--- src/sv/bbs_pkg.sv ---
// ---------------------------------------------------------------------------
// bbs_pkg - shared types and constants for the bouncing ball step block
// Register map, command and status types, reset values, velocity saturation.
// ---------------------------------------------------------------------------
package bbs_pkg;

  localparam int FRAC_BITS_DEF = 8;

  localparam int POS_W   = 20;
  localparam int VEL_W   = 24;
  localparam int Q16_W   = 16;
  localparam int SIZE_W  = 12;
  localparam int CIDX_W  = 3;
  localparam int CDATA_W = 16;
  localparam int VSUM_W  = 34;

  localparam int IN_DATA_W  = 104;
  localparam int OUT_DATA_W = 88;

  // multiplier operand and product widths
  localparam int MA_W = VEL_W + 1;
  localparam int MB_W = Q16_W + 1;
  localparam int MP_W = MA_W + MB_W;

  localparam logic [POS_W-1:0] POS_MAX = {POS_W{1'b1}};

  localparam logic signed [VSUM_W-1:0] VEL_MAX_S = VSUM_W'(34'sd8388607);
  localparam logic signed [VSUM_W-1:0] VEL_MIN_S = -VSUM_W'(34'sd8388608);

  localparam logic [Q16_W-1:0]  GRAVITY_RST     = 16'd500;
  localparam logic [Q16_W-1:0]  DRAG_RST        = 16'd6554;
  localparam logic [Q16_W-1:0]  RESTITUTION_RST = 16'd32768;
  localparam logic [SIZE_W-1:0] DIAMETER_RST    = 12'd40;
  localparam logic [SIZE_W-1:0] AREA_WIDTH_RST  = 12'd800;
  localparam logic [SIZE_W-1:0] AREA_HEIGHT_RST = 12'd600;

  typedef enum logic [CIDX_W-1:0] {
    CFG_GRAVITY     = 3'd0,
    CFG_DRAG        = 3'd1,
    CFG_RESTITUTION = 3'd2,
    CFG_DIAMETER    = 3'd3,
    CFG_AREA_WIDTH  = 3'd4,
    CFG_AREA_HEIGHT = 3'd5
  } cfg_idx_t;

  typedef struct packed {
    logic [Q16_W-1:0]  gravity;
    logic [Q16_W-1:0]  drag;
    logic [Q16_W-1:0]  restitution;
    logic [SIZE_W-1:0] diameter;
    logic [SIZE_W-1:0] area_width;
    logic [SIZE_W-1:0] area_height;
  } cfg_t;

  typedef enum logic [3:0] {
    ST_IDLE,
    ST_K,
    ST_G,
    ST_DX,
    ST_DY,
    ST_MX,
    ST_MY,
    ST_BX,
    ST_BY,
    ST_RY,
    ST_WB
  } state_t;

  // datapath step: most steps consume the last product and issue the next
  typedef enum logic [3:0] {
    STEP_NONE,
    STEP_K,
    STEP_G,
    STEP_DX,
    STEP_DY,
    STEP_MX,
    STEP_MY,
    STEP_BX,
    STEP_BY,
    STEP_RY
  } step_t;

  typedef struct packed {
    logic  start_tick;
    logic  start_load;
    step_t step;
    logic  out_load;
  } cmd_t;

  typedef struct packed {
    logic out_busy;
  } stat_t;

  function automatic logic signed [VEL_W-1:0] sat_vel(input logic signed [VSUM_W-1:0] v);
    logic signed [VEL_W-1:0] r;
    if (v > VEL_MAX_S) begin
      r = VEL_MAX_S[VEL_W-1:0];
    end else if (v < VEL_MIN_S) begin
      r = VEL_MIN_S[VEL_W-1:0];
    end else begin
      r = v[VEL_W-1:0];
    end
    return r;
  endfunction

endpackage

--- src/sv/bbs_cfg.sv ---
// ---------------------------------------------------------------------------
// bbs_cfg - configuration registers
// Six registers written by index; indexes past the map are dropped.
// ---------------------------------------------------------------------------
module bbs_cfg (
  input  logic                        clk,
  input  logic                        rst_n,
  input  logic                        cfg_valid,
  output logic                        cfg_ready,
  input  logic [bbs_pkg::CIDX_W-1:0]  cfg_index,
  input  logic [bbs_pkg::CDATA_W-1:0] cfg_data,
  output bbs_pkg::cfg_t               cfg
);
  import bbs_pkg::*;

  cfg_t cfg_r;

  assign cfg_ready = 1'b1;
  assign cfg       = cfg_r;

  always_ff @(posedge clk) begin
    if (!rst_n) begin
      cfg_r.gravity     <= GRAVITY_RST;
      cfg_r.drag        <= DRAG_RST;
      cfg_r.restitution <= RESTITUTION_RST;
      cfg_r.diameter    <= DIAMETER_RST;
      cfg_r.area_width  <= AREA_WIDTH_RST;
      cfg_r.area_height <= AREA_HEIGHT_RST;
    end else if (cfg_valid) begin
      unique case (cfg_idx_t'(cfg_index))
        CFG_GRAVITY:     cfg_r.gravity     <= cfg_data;
        CFG_DRAG:        cfg_r.drag        <= cfg_data;
        CFG_RESTITUTION: cfg_r.restitution <= cfg_data;
        CFG_DIAMETER:    cfg_r.diameter    <= cfg_data[SIZE_W-1:0];
        CFG_AREA_WIDTH:  cfg_r.area_width  <= cfg_data[SIZE_W-1:0];
        CFG_AREA_HEIGHT: cfg_r.area_height <= cfg_data[SIZE_W-1:0];
        default: ;
      endcase
    end
  end

endmodule

--- src/sv/bbs_ctrl.sv ---
// ---------------------------------------------------------------------------
// bbs_ctrl - sequencer
// Walks a tick through the multiply steps, sends a load straight to write-back,
// and hands the result to the output register once it is free.
// ---------------------------------------------------------------------------
module bbs_ctrl (
  input  logic           clk,
  input  logic           rst_n,
  input  logic           in_tvalid,
  output logic           in_tready,
  input  logic           mode,
  input  bbs_pkg::stat_t stat,
  output bbs_pkg::cmd_t  cmd
);
  import bbs_pkg::*;

  state_t state_r, state_nxt;
  logic   accept;

  assign in_tready = (state_r == ST_IDLE);
  assign accept    = in_tvalid && in_tready;

  always_ff @(posedge clk) begin
    if (!rst_n) begin
      state_r <= ST_IDLE;
    end else begin
      state_r <= state_nxt;
    end
  end

  always_comb begin
    state_nxt = state_r;
    unique case (state_r)
      ST_IDLE: begin
        if (accept) begin
          state_nxt = mode ? ST_WB : ST_K;
        end
      end
      ST_K:  state_nxt = ST_G;
      ST_G:  state_nxt = ST_DX;
      ST_DX: state_nxt = ST_DY;
      ST_DY: state_nxt = ST_MX;
      ST_MX: state_nxt = ST_MY;
      ST_MY: state_nxt = ST_BX;
      ST_BX: state_nxt = ST_BY;
      ST_BY: state_nxt = ST_RY;
      ST_RY: state_nxt = ST_WB;
      ST_WB: begin
        if (!stat.out_busy) begin
          state_nxt = ST_IDLE;
        end
      end
      default: state_nxt = ST_IDLE;
    endcase
  end

  always_comb begin
    cmd.start_tick = accept && !mode;
    cmd.start_load = accept && mode;
    cmd.out_load   = (state_r == ST_WB) && !stat.out_busy;
    unique case (state_r)
      ST_K:    cmd.step = STEP_K;
      ST_G:    cmd.step = STEP_G;
      ST_DX:   cmd.step = STEP_DX;
      ST_DY:   cmd.step = STEP_DY;
      ST_MX:   cmd.step = STEP_MX;
      ST_MY:   cmd.step = STEP_MY;
      ST_BX:   cmd.step = STEP_BX;
      ST_BY:   cmd.step = STEP_BY;
      ST_RY:   cmd.step = STEP_RY;
      default: cmd.step = STEP_NONE;
    endcase
  end

endmodule

--- src/sv/bbs_dp.sv ---
// ---------------------------------------------------------------------------
// bbs_dp - ball state datapath
// One shared registered 25x17 multiplier, velocity and position update,
// wall clamp and the output register.
// ---------------------------------------------------------------------------
module bbs_dp #(
  parameter int FRAC_BITS = bbs_pkg::FRAC_BITS_DEF
) (
  input  logic                           clk,
  input  logic                           rst_n,
  input  bbs_pkg::cfg_t                  cfg,
  input  bbs_pkg::cmd_t                  cmd,
  output bbs_pkg::stat_t                 stat,
  input  logic [bbs_pkg::IN_DATA_W-1:0]  in_tdata,
  output logic                           out_tvalid,
  input  logic                           out_tready,
  output logic [bbs_pkg::OUT_DATA_W-1:0] out_tdata,
  output logic [1:0]                     out_tuser
);
  import bbs_pkg::*;

  // wide enough for position plus move, and for the window limit in fixed point
  localparam int LIM_W  = SIZE_W + FRAC_BITS + 1;
  localparam int WIDE_W = ((LIM_W > 26) ? LIM_W : 26) + 1;
  localparam int GSH    = Q16_W - FRAC_BITS;

  logic [Q16_W-1:0]              dt_r;
  logic [Q16_W-1:0]              k_r;
  logic [POS_W-1:0]              pos_x_r, pos_y_r;
  logic signed [VEL_W-1:0]       vel_x_r, vel_y_r;
  logic signed [WIDE_W-1:0]      pw_r;
  logic                          hx_r, hy_r;
  logic signed [MP_W-1:0]        prod_r;
  logic [OUT_DATA_W-1:0]         out_data_r;
  logic [1:0]                    out_user_r;
  logic                          out_valid_r;

  logic signed [MA_W-1:0]        mul_a;
  logic signed [MB_W-1:0]        mul_b;
  logic signed [25:0]            prod_hi;
  logic [31:0]                   grav_term;
  logic signed [VEL_W-1:0]       vy_grav;
  logic signed [VEL_W-1:0]       v_sel;
  logic signed [VEL_W-1:0]       v_drag;
  logic [POS_W-1:0]              pos_sel;
  logic signed [WIDE_W-1:0]      pw_move;
  logic [SIZE_W-1:0]             size_sel;
  logic signed [WIDE_W-1:0]      dia_w, lim_w, cl_w;
  logic                          hit;
  logic [POS_W-1:0]              clamp_pos;
  logic signed [MP_W:0]          neg_prod;
  logic signed [VEL_W-1:0]       reb;

  // operand select for the shared multiplier
  always_comb begin
    mul_a = '0;
    mul_b = '0;
    unique case (cmd.step)
      STEP_K: begin
        mul_a = $signed({{(MA_W-Q16_W){1'b0}}, cfg.drag});
        mul_b = $signed({1'b0, dt_r});
      end
      STEP_G: begin
        mul_a = $signed({{(MA_W-Q16_W){1'b0}}, cfg.gravity});
        mul_b = $signed({1'b0, dt_r});
      end
      STEP_DX: begin
        mul_a = {vel_x_r[VEL_W-1], vel_x_r};
        mul_b = $signed({1'b0, k_r});
      end
      STEP_DY: begin
        mul_a = {vel_y_r[VEL_W-1], vel_y_r};
        mul_b = $signed({1'b0, k_r});
      end
      STEP_MX: begin
        mul_a = {vel_x_r[VEL_W-1], vel_x_r};
        mul_b = $signed({1'b0, dt_r});
      end
      STEP_MY: begin
        mul_a = {vel_y_r[VEL_W-1], vel_y_r};
        mul_b = $signed({1'b0, dt_r});
      end
      STEP_BX: begin
        mul_a = {vel_x_r[VEL_W-1], vel_x_r};
        mul_b = $signed({1'b0, cfg.restitution});
      end
      STEP_BY: begin
        mul_a = {vel_y_r[VEL_W-1], vel_y_r};
        mul_b = $signed({1'b0, cfg.restitution});
      end
      default: ;
    endcase
  end

  // arithmetic shift of the product rounds toward minus infinity
  assign prod_hi   = prod_r[MP_W-1:16];
  assign grav_term = prod_r[31:0] >> GSH;
  assign vy_grav   = sat_vel($signed({{(VSUM_W-VEL_W){vel_y_r[VEL_W-1]}}, vel_y_r})
                             + $signed({2'b00, grav_term}));

  assign v_sel  = (cmd.step == STEP_DY) ? vel_x_r : vel_y_r;
  assign v_drag = sat_vel($signed({{(VSUM_W-VEL_W){v_sel[VEL_W-1]}}, v_sel})
                          - $signed({{(VSUM_W-26){prod_hi[25]}}, prod_hi}));

  assign pos_sel = (cmd.step == STEP_MY) ? pos_x_r : pos_y_r;
  assign pw_move = $signed({{(WIDE_W-POS_W){1'b0}}, pos_sel})
                   + $signed({{(WIDE_W-26){prod_hi[25]}}, prod_hi});

  // wall clamp on the held position
  assign size_sel = (cmd.step == STEP_BX) ? cfg.area_width : cfg.area_height;
  assign dia_w    = $signed({{(WIDE_W-SIZE_W){1'b0}}, cfg.diameter}) <<< FRAC_BITS;
  assign lim_w    = $signed({{(WIDE_W-SIZE_W){1'b0}}, size_sel}) <<< FRAC_BITS;

  always_comb begin
    priority if (pw_r + dia_w >= lim_w) begin
      hit  = 1'b1;
      cl_w = lim_w - dia_w;
      if (cl_w < 0) begin
        cl_w = '0;
      end
    end else if (pw_r <= 0) begin
      hit  = 1'b1;
      cl_w = '0;
    end else begin
      hit  = 1'b0;
      cl_w = pw_r;
    end
    if (cl_w > $signed({{(WIDE_W-POS_W){1'b0}}, POS_MAX})) begin
      clamp_pos = POS_MAX;
    end else begin
      clamp_pos = cl_w[POS_W-1:0];
    end
  end

  assign neg_prod = -$signed({prod_r[MP_W-1], prod_r});
  assign reb      = sat_vel($signed({{(VSUM_W-(MP_W-15)){neg_prod[MP_W]}},
                                     neg_prod[MP_W:16]}));

  always_ff @(posedge clk) begin
    prod_r <= mul_a * mul_b;
  end

  always_ff @(posedge clk) begin
    if (!rst_n) begin
      pos_x_r <= '0;
      pos_y_r <= '0;
      vel_x_r <= '0;
      vel_y_r <= '0;
      hx_r    <= 1'b0;
      hy_r    <= 1'b0;
    end else begin
      if (cmd.start_load) begin
        pos_x_r <= in_tdata[35:16];
        pos_y_r <= in_tdata[55:36];
        vel_x_r <= $signed(in_tdata[79:56]);
        vel_y_r <= $signed(in_tdata[103:80]);
        hx_r    <= 1'b0;
        hy_r    <= 1'b0;
      end
      if (cmd.start_tick) begin
        hx_r <= 1'b0;
        hy_r <= 1'b0;
      end
      unique case (cmd.step)
        STEP_DX: vel_y_r <= vy_grav;
        STEP_DY: vel_x_r <= v_drag;
        STEP_MX: vel_y_r <= v_drag;
        STEP_BX: begin
          pos_x_r <= clamp_pos;
          hx_r    <= hit;
        end
        STEP_BY: begin
          if (hx_r) begin
            vel_x_r <= reb;
          end
          pos_y_r <= clamp_pos;
          hy_r    <= hit;
        end
        STEP_RY: begin
          if (hy_r) begin
            vel_y_r <= reb;
          end
        end
        default: ;
      endcase
    end
  end

  // payload registers without reset
  always_ff @(posedge clk) begin
    if (cmd.start_tick) begin
      dt_r <= in_tdata[15:0];
    end
    if (cmd.step == STEP_G) begin
      k_r <= prod_r[31:16];
    end
    if (cmd.step == STEP_MY || cmd.step == STEP_BX) begin
      pw_r <= pw_move;
    end
    if (cmd.out_load) begin
      out_data_r <= {vel_y_r, vel_x_r, pos_y_r, pos_x_r};
      out_user_r <= {hy_r, hx_r};
    end
  end

  always_ff @(posedge clk) begin
    if (!rst_n) begin
      out_valid_r <= 1'b0;
    end else if (cmd.out_load) begin
      out_valid_r <= 1'b1;
    end else if (out_tready) begin
      out_valid_r <= 1'b0;
    end
  end

  assign stat.out_busy = out_valid_r && !out_tready;
  assign out_tvalid    = out_valid_r;
  assign out_tdata     = out_data_r;
  assign out_tuser     = out_user_r;

endmodule

--- src/sv/bouncing_ball_step.sv ---
// ---------------------------------------------------------------------------
// bouncing_ball_step - one fixed-point Euler step of a bouncing ball
// Holds one ball's position and velocity; a tick word advances it by dt with
// gravity, drag and wall bounce, a load word places it. One result per word.
// ---------------------------------------------------------------------------
// A tick word runs from acceptance through nine steps around one shared
// registered 25x17 multiplier, eight of them issuing a product (drag factor,
// gravity, drag on x and y, move on x and y, rebound on x and y) and the last
// one taking the y rebound, each product feeding the next, then into the
// output register once it is free; in_tready returns after that write-back.
// A load word goes straight to that write-back. The output register holds
// the finished word, so a stalled result only delays the next word's
// write-back, not its acceptance.
module bouncing_ball_step #(
  parameter int FRAC_BITS = bbs_pkg::FRAC_BITS_DEF
) (
  input  logic                           clk,
  input  logic                           rst_n,
  input  logic                           in_tvalid,
  output logic                           in_tready,
  // from bit 0: tick_dt[15:0], load_x[35:16], load_y[55:36],
  // load_vx[79:56], load_vy[103:80]
  input  logic [bbs_pkg::IN_DATA_W-1:0]  in_tdata,
  // bit 0: mode (0 tick, 1 load)
  input  logic [0:0]                     in_tuser,
  output logic                           out_tvalid,
  input  logic                           out_tready,
  // from bit 0: out_x[19:0], out_y[39:20], out_vx[63:40], out_vy[87:64]
  output logic [bbs_pkg::OUT_DATA_W-1:0] out_tdata,
  // bit 0: hit_x, bit 1: hit_y
  output logic [1:0]                     out_tuser,
  input  logic                           cfg_valid,
  output logic                           cfg_ready,
  input  logic [bbs_pkg::CIDX_W-1:0]     cfg_index,
  input  logic [bbs_pkg::CDATA_W-1:0]    cfg_data
);
  import bbs_pkg::*;

  cfg_t  cfg;
  cmd_t  cmd;
  stat_t stat;

  bbs_cfg u_cfg (
    .clk       (clk),
    .rst_n     (rst_n),
    .cfg_valid (cfg_valid),
    .cfg_ready (cfg_ready),
    .cfg_index (cfg_index),
    .cfg_data  (cfg_data),
    .cfg       (cfg)
  );

  bbs_ctrl u_ctrl (
    .clk       (clk),
    .rst_n     (rst_n),
    .in_tvalid (in_tvalid),
    .in_tready (in_tready),
    .mode      (in_tuser[0]),
    .stat      (stat),
    .cmd       (cmd)
  );

  bbs_dp #(
    .FRAC_BITS (FRAC_BITS)
  ) u_dp (
    .clk        (clk),
    .rst_n      (rst_n),
    .cfg        (cfg),
    .cmd        (cmd),
    .stat       (stat),
    .in_tdata   (in_tdata),
    .out_tvalid (out_tvalid),
    .out_tready (out_tready),
    .out_tdata  (out_tdata),
    .out_tuser  (out_tuser)
  );

endmodule

--- config.mk ---
export PLATFORM = sky130hd
export DESIGN_NAME = bouncing_ball_step
export DESIGN_NICKNAME = d
export VERILOG_FILES = /design/src/sv/bbs_pkg.sv /design/src/sv/bbs_cfg.sv /design/src/sv/bbs_ctrl.sv /design/src/sv/bbs_dp.sv /design/src/sv/bouncing_ball_step.sv
export SDC_FILE = /design/constraint.sdc
export NUM_CORES = 2
export LEC_CHECK = 0
export BUFFER_PORTS_ARGS = -buffer_cell sky130_fd_sc_hd__buf_4
export CELL_PAD_IN_SITES_DETAIL_PLACEMENT = 0
export CELL_PAD_IN_SITES_GLOBAL_PLACEMENT = 1
export CORE_UTILIZATION = 49
export DETAILED_ROUTE_END_ITERATION = 8
export HOLD_SLACK_MARGIN = 0.1
export PLACE_DENSITY = 0.86
export SLEW_MARGIN = 10
export SYNTH_ARGS = -nofsm -noshare
export SYNTH_HDL_FRONTEND = slang
export SYNTH_HIERARCHICAL = 1
export SYNTH_SLANG_ARGS = --single-unit
--- constraint.sdc ---
create_clock -name clk -period 9 [get_ports clk]
set_input_delay 0.45 -clock clk [delete_from_list [all_inputs] [get_ports clk]]
set_output_delay 0.45 -clock clk [all_outputs]
set_load 0.005 [all_outputs]
==> flow_metrics.env <==
export IMPL_run_status="finished with violations"
export IMPL_violations="DRC"
export IMPL_r2r_start="u_ctrl/cmd[3]"
export IMPL_cts_buffer_depth=3
export IMPL_r2r_slack_ps=410
export IMPL_synth_xor_area_frac=0.0340
export IMPL_first_pass_iters=9
export IMPL_clkSlewWorstSetupHoldPaths_ps=70
export IMPL_cp_required_ps=9470
export IMPL_ys_ff_latch=374
export IMPL_synth_edf_count=149
export IMPL_dr_first_iter_drc_count=3140
export IMPL_synth_top_family_by_area="adder cells"
export IMPL_grt_pass1_vias=29600
export IMPL_synth_mux_area_fraction=0.0644
export IMPL_power_leakage_uw=0.0184
export IMPL_numCtsBuffers=43
export IMPL_power_density_nw_per_um2=255
export IMPL_skew_ps=22.7
export IMPL_instances_no_fill=5131
export IMPL_power_uw=10300
export IMPL_wl_per_cell_um=24.1
export IMPL_io_pins=222
export IMPL_htreeDepth=2
export IMPL_n_fill_cell=6654
export IMPL_setup_violations=0
export IMPL_coreArea_um2=73000
export IMPL_end_kind="flip-flop"
export IMPL_critPathMaxFanout=17
export IMPL_grt_pass1_wl_mm=185
export IMPL_grt_max_degree=77
export IMPL_via_per_inst=5.91
export IMPL_ant_nets=0
export IMPL_die_width_um=273
export IMPL_r2r_end="u_dp/prod_r[40]"
export IMPL_placedCellCount=5032
export IMPL_start_util=0.495
export IMPL_wirelength_mm=124
export IMPL_synth_compound_area_frac=0.137
export IMPL_hold_path_depth=3
export IMPL_finalSetupTns_ps=0
export IMPL_crit_path_top_delay_cell="fa_1"
export IMPL_grt_ovfl_total=0
export IMPL_cpPeakStageDelay_ps=630
export IMPL_crit_top_cell="fa_1"
export IMPL_holdCritStartpoint="cfg_data[9]"
export IMPL_max_freq_mhz=116
export IMPL_rr_worst_depth=28
export IMPL_routabilityCongestion=0.981
export IMPL_die_h_um=273
export IMPL_finalHoldViolCount=0
export IMPL_post_dp_cell_area_um2=38800
export IMPL_final_common_cell="inv_1"
export IMPL_ys_seq_area_frac=0.249
export IMPL_crit_path_start_kind="flip-flop"
export IMPL_clkLatencyLatePin_ps=600
export IMPL_vias=30300
export IMPL_dpl_hpwl_mm=96.6
export IMPL_antenna_found_initial=5
export IMPL_ys_flop_type="dfxtp_1"
export IMPL_final_nets=4859
export IMPL_async_reset_ff_frac=0
export IMPL_tightest_slew_ps=1130
export IMPL_dieArea_um2=74800
export IMPL_path_class="flip-flop to flip-flop"
export IMPL_synth_fp_nets=4685
export IMPL_yosys_warnings=6
export IMPL_rows=99
export IMPL_syn_area_um2=36100
export IMPL_arrival_ps=9060
export IMPL_postLayoutCellArea_um2=40400
export IMPL_clockRootBuffer="clkbuf_16"
export IMPL_final_cell_mix="inv_1, nand2_1, fa_1"
export IMPL_syn_area_per_cell_um2=9.12
export IMPL_synth_simple_area_share=0.147
export IMPL_hold_class="primary input to flip-flop"
export IMPL_ys_types=118
export IMPL_syn_inst=3961
export IMPL_maxCapViolCount=0
export IMPL_hold_slack_ps=138
export IMPL_drcViolationCount=18
export IMPL_worst_ir_drop_vdd_v=0.000737
export IMPL_synthAdderAreaFrac=0.286
export IMPL_slew_limit_headroom=0.243
export IMPL_clock_sinks=374
export IMPL_cts_tree="built"
export IMPL_io_buffer_count=220
export IMPL_min_to="u_cfg/cfg[21]"
export IMPL_fin_crit_sh=0.955
export IMPL_syn2layout_area_growth_pct=12.0
export IMPL_drive_gt1_frac=0.129
export IMPL_fin_crit_ps=8590
export IMPL_finalMaxSlewViolations=0
export IMPL_grt_setup_unrepaired="no"
export IMPL_grt_total_usage=0.330
==> state kept, by name, summed over array words and instances (netlist names), 2 cells and up <==
register	cells
u_dp/out_tdata	88
u_cfg/cfg	84
u_dp/prod_r	42
u_dp/pw_r	27
u_dp/vel_x_r	24
u_dp/vel_y_r	24
u_dp/pos_x_r	20
u_dp/pos_y_r	20
u_dp/dt_r	16
u_dp/k_r	16
u_ctrl/cmd	4
u_ctrl/state_r	4
u_dp/out_tuser	2
==> worst max path at each step <==
stage	from	end	depth (start not counted)
global placement	u_ctrl/cmd[4]	u_dp/prod_r[41]	27
detailed placement	u_ctrl/cmd[1]	u_dp/prod_r[40]	26
floorplan	u_ctrl/cmd[3]	u_dp/prod_r[40]	29
CTS	u_ctrl/cmd[1]	u_dp/prod_r[40]	26
finish	u_ctrl/cmd[3]	u_dp/prod_r[40]	28
global route	u_ctrl/cmd[1]	u_dp/prod_r[41]	27
==> routing by layer <==
metal  part of all wire  up-vias  global-route usage
met4              0.062        2               0.176
met1               0.40    14900               0.443
li1                   -    13600                   -
met2               0.45     1535               0.513
met3              0.089      330              0.0528
met5           0.000065        -                   0
==> what timing repair did <==
item	in CTS	in global routing
hold buffers	16	0
gates resized for setup	0	1
endpoints found under the hold margin	16	0
setup endpoints to repair	0	1
buffers inserted	0	1
==> synthesized netlist by cell type, types with 17 or more instances <==
cell / n / area share
o211ai_1: 33 / 0.0069
nand2_1: 542 / 0.056
nand3_1: 37 / 0.0051
and2_1: 32 / 0.0055
a21o_1: 50 / 0.010
fa_1: 386 / 0.21
and3_1: 20 / 0.0035
mux2i_1: 147 / 0.041
inv_1: 558 / 0.058
nor3_1: 37 / 0.0051
mux2_2: 76 / 0.024
or4_1: 22 / 0.0046
o21ai_0: 142 / 0.020
nor2b_1: 53 / 0.0092
xor2_1: 32 / 0.0078
nor2_1: 275 / 0.029
a21oi_1: 208 / 0.029
xnor2_1: 108 / 0.026
edfxtp_1: 149 / 0.12
buf_2: 24 / 0.0033
a31oi_1: 34 / 0.0059
a22oi_1: 22 / 0.0046
nand2b_1: 22 / 0.0038
a222oi_1: 21 / 0.0058
clkbuf_1: 133 / 0.014
nand4_1: 17 / 0.0029
ha_1: 209 / 0.072
dfxtp_1: 225 / 0.12
o21a_1: 42 / 0.0087
==> worst max-delay path: cells and delay by family (launching register included) <==
family,cells,cell delay [ps]
flops,1,390
buf+inv,4,380
xor+xnor,1,170
fa+ha+maj,7,3320
simple gates,7,2070
compound gates,9,2080
==> cell type report <==
type,count,area (um2),share of cell area
timing repair buffer,319,2430,0.0602
antenna,3,7.51,0.000186
clock inverter,21,229,0.00566
sequential,374,8980,0.222
clock buffer,58,1230,0.0305
inverter,561,2110,0.0521
tap,959,1200,0.0297
multi-input combinational,2836,24200,0.600
==> where the power goes <==
group          internal [uW]  switching [uW]  leakage, uW
clock network           1060             780     0.000719
registers               2070             380      0.00321
logic                   2050            3960       0.0145
==> cell families after synthesis <==
logic type,count (synthesis)
AND/OR/NAND/NOR,1141
buffers and inverters,751
AO/OA/AOI/OAI,736
adder cells (fa/ha/maj),595
flip-flops,374
multiplexers,223
XOR/XNOR,140
other,1
==> per-stage QoR <==
step	util	worst slack (ps)
floorplan	-	951
global placement	0.532	594
detailed placement	0.532	362
CTS	0.554	289
global route	0.554	12.8
finish	0.554	409
No activity file was read; power rests on OpenSTA's default activity.
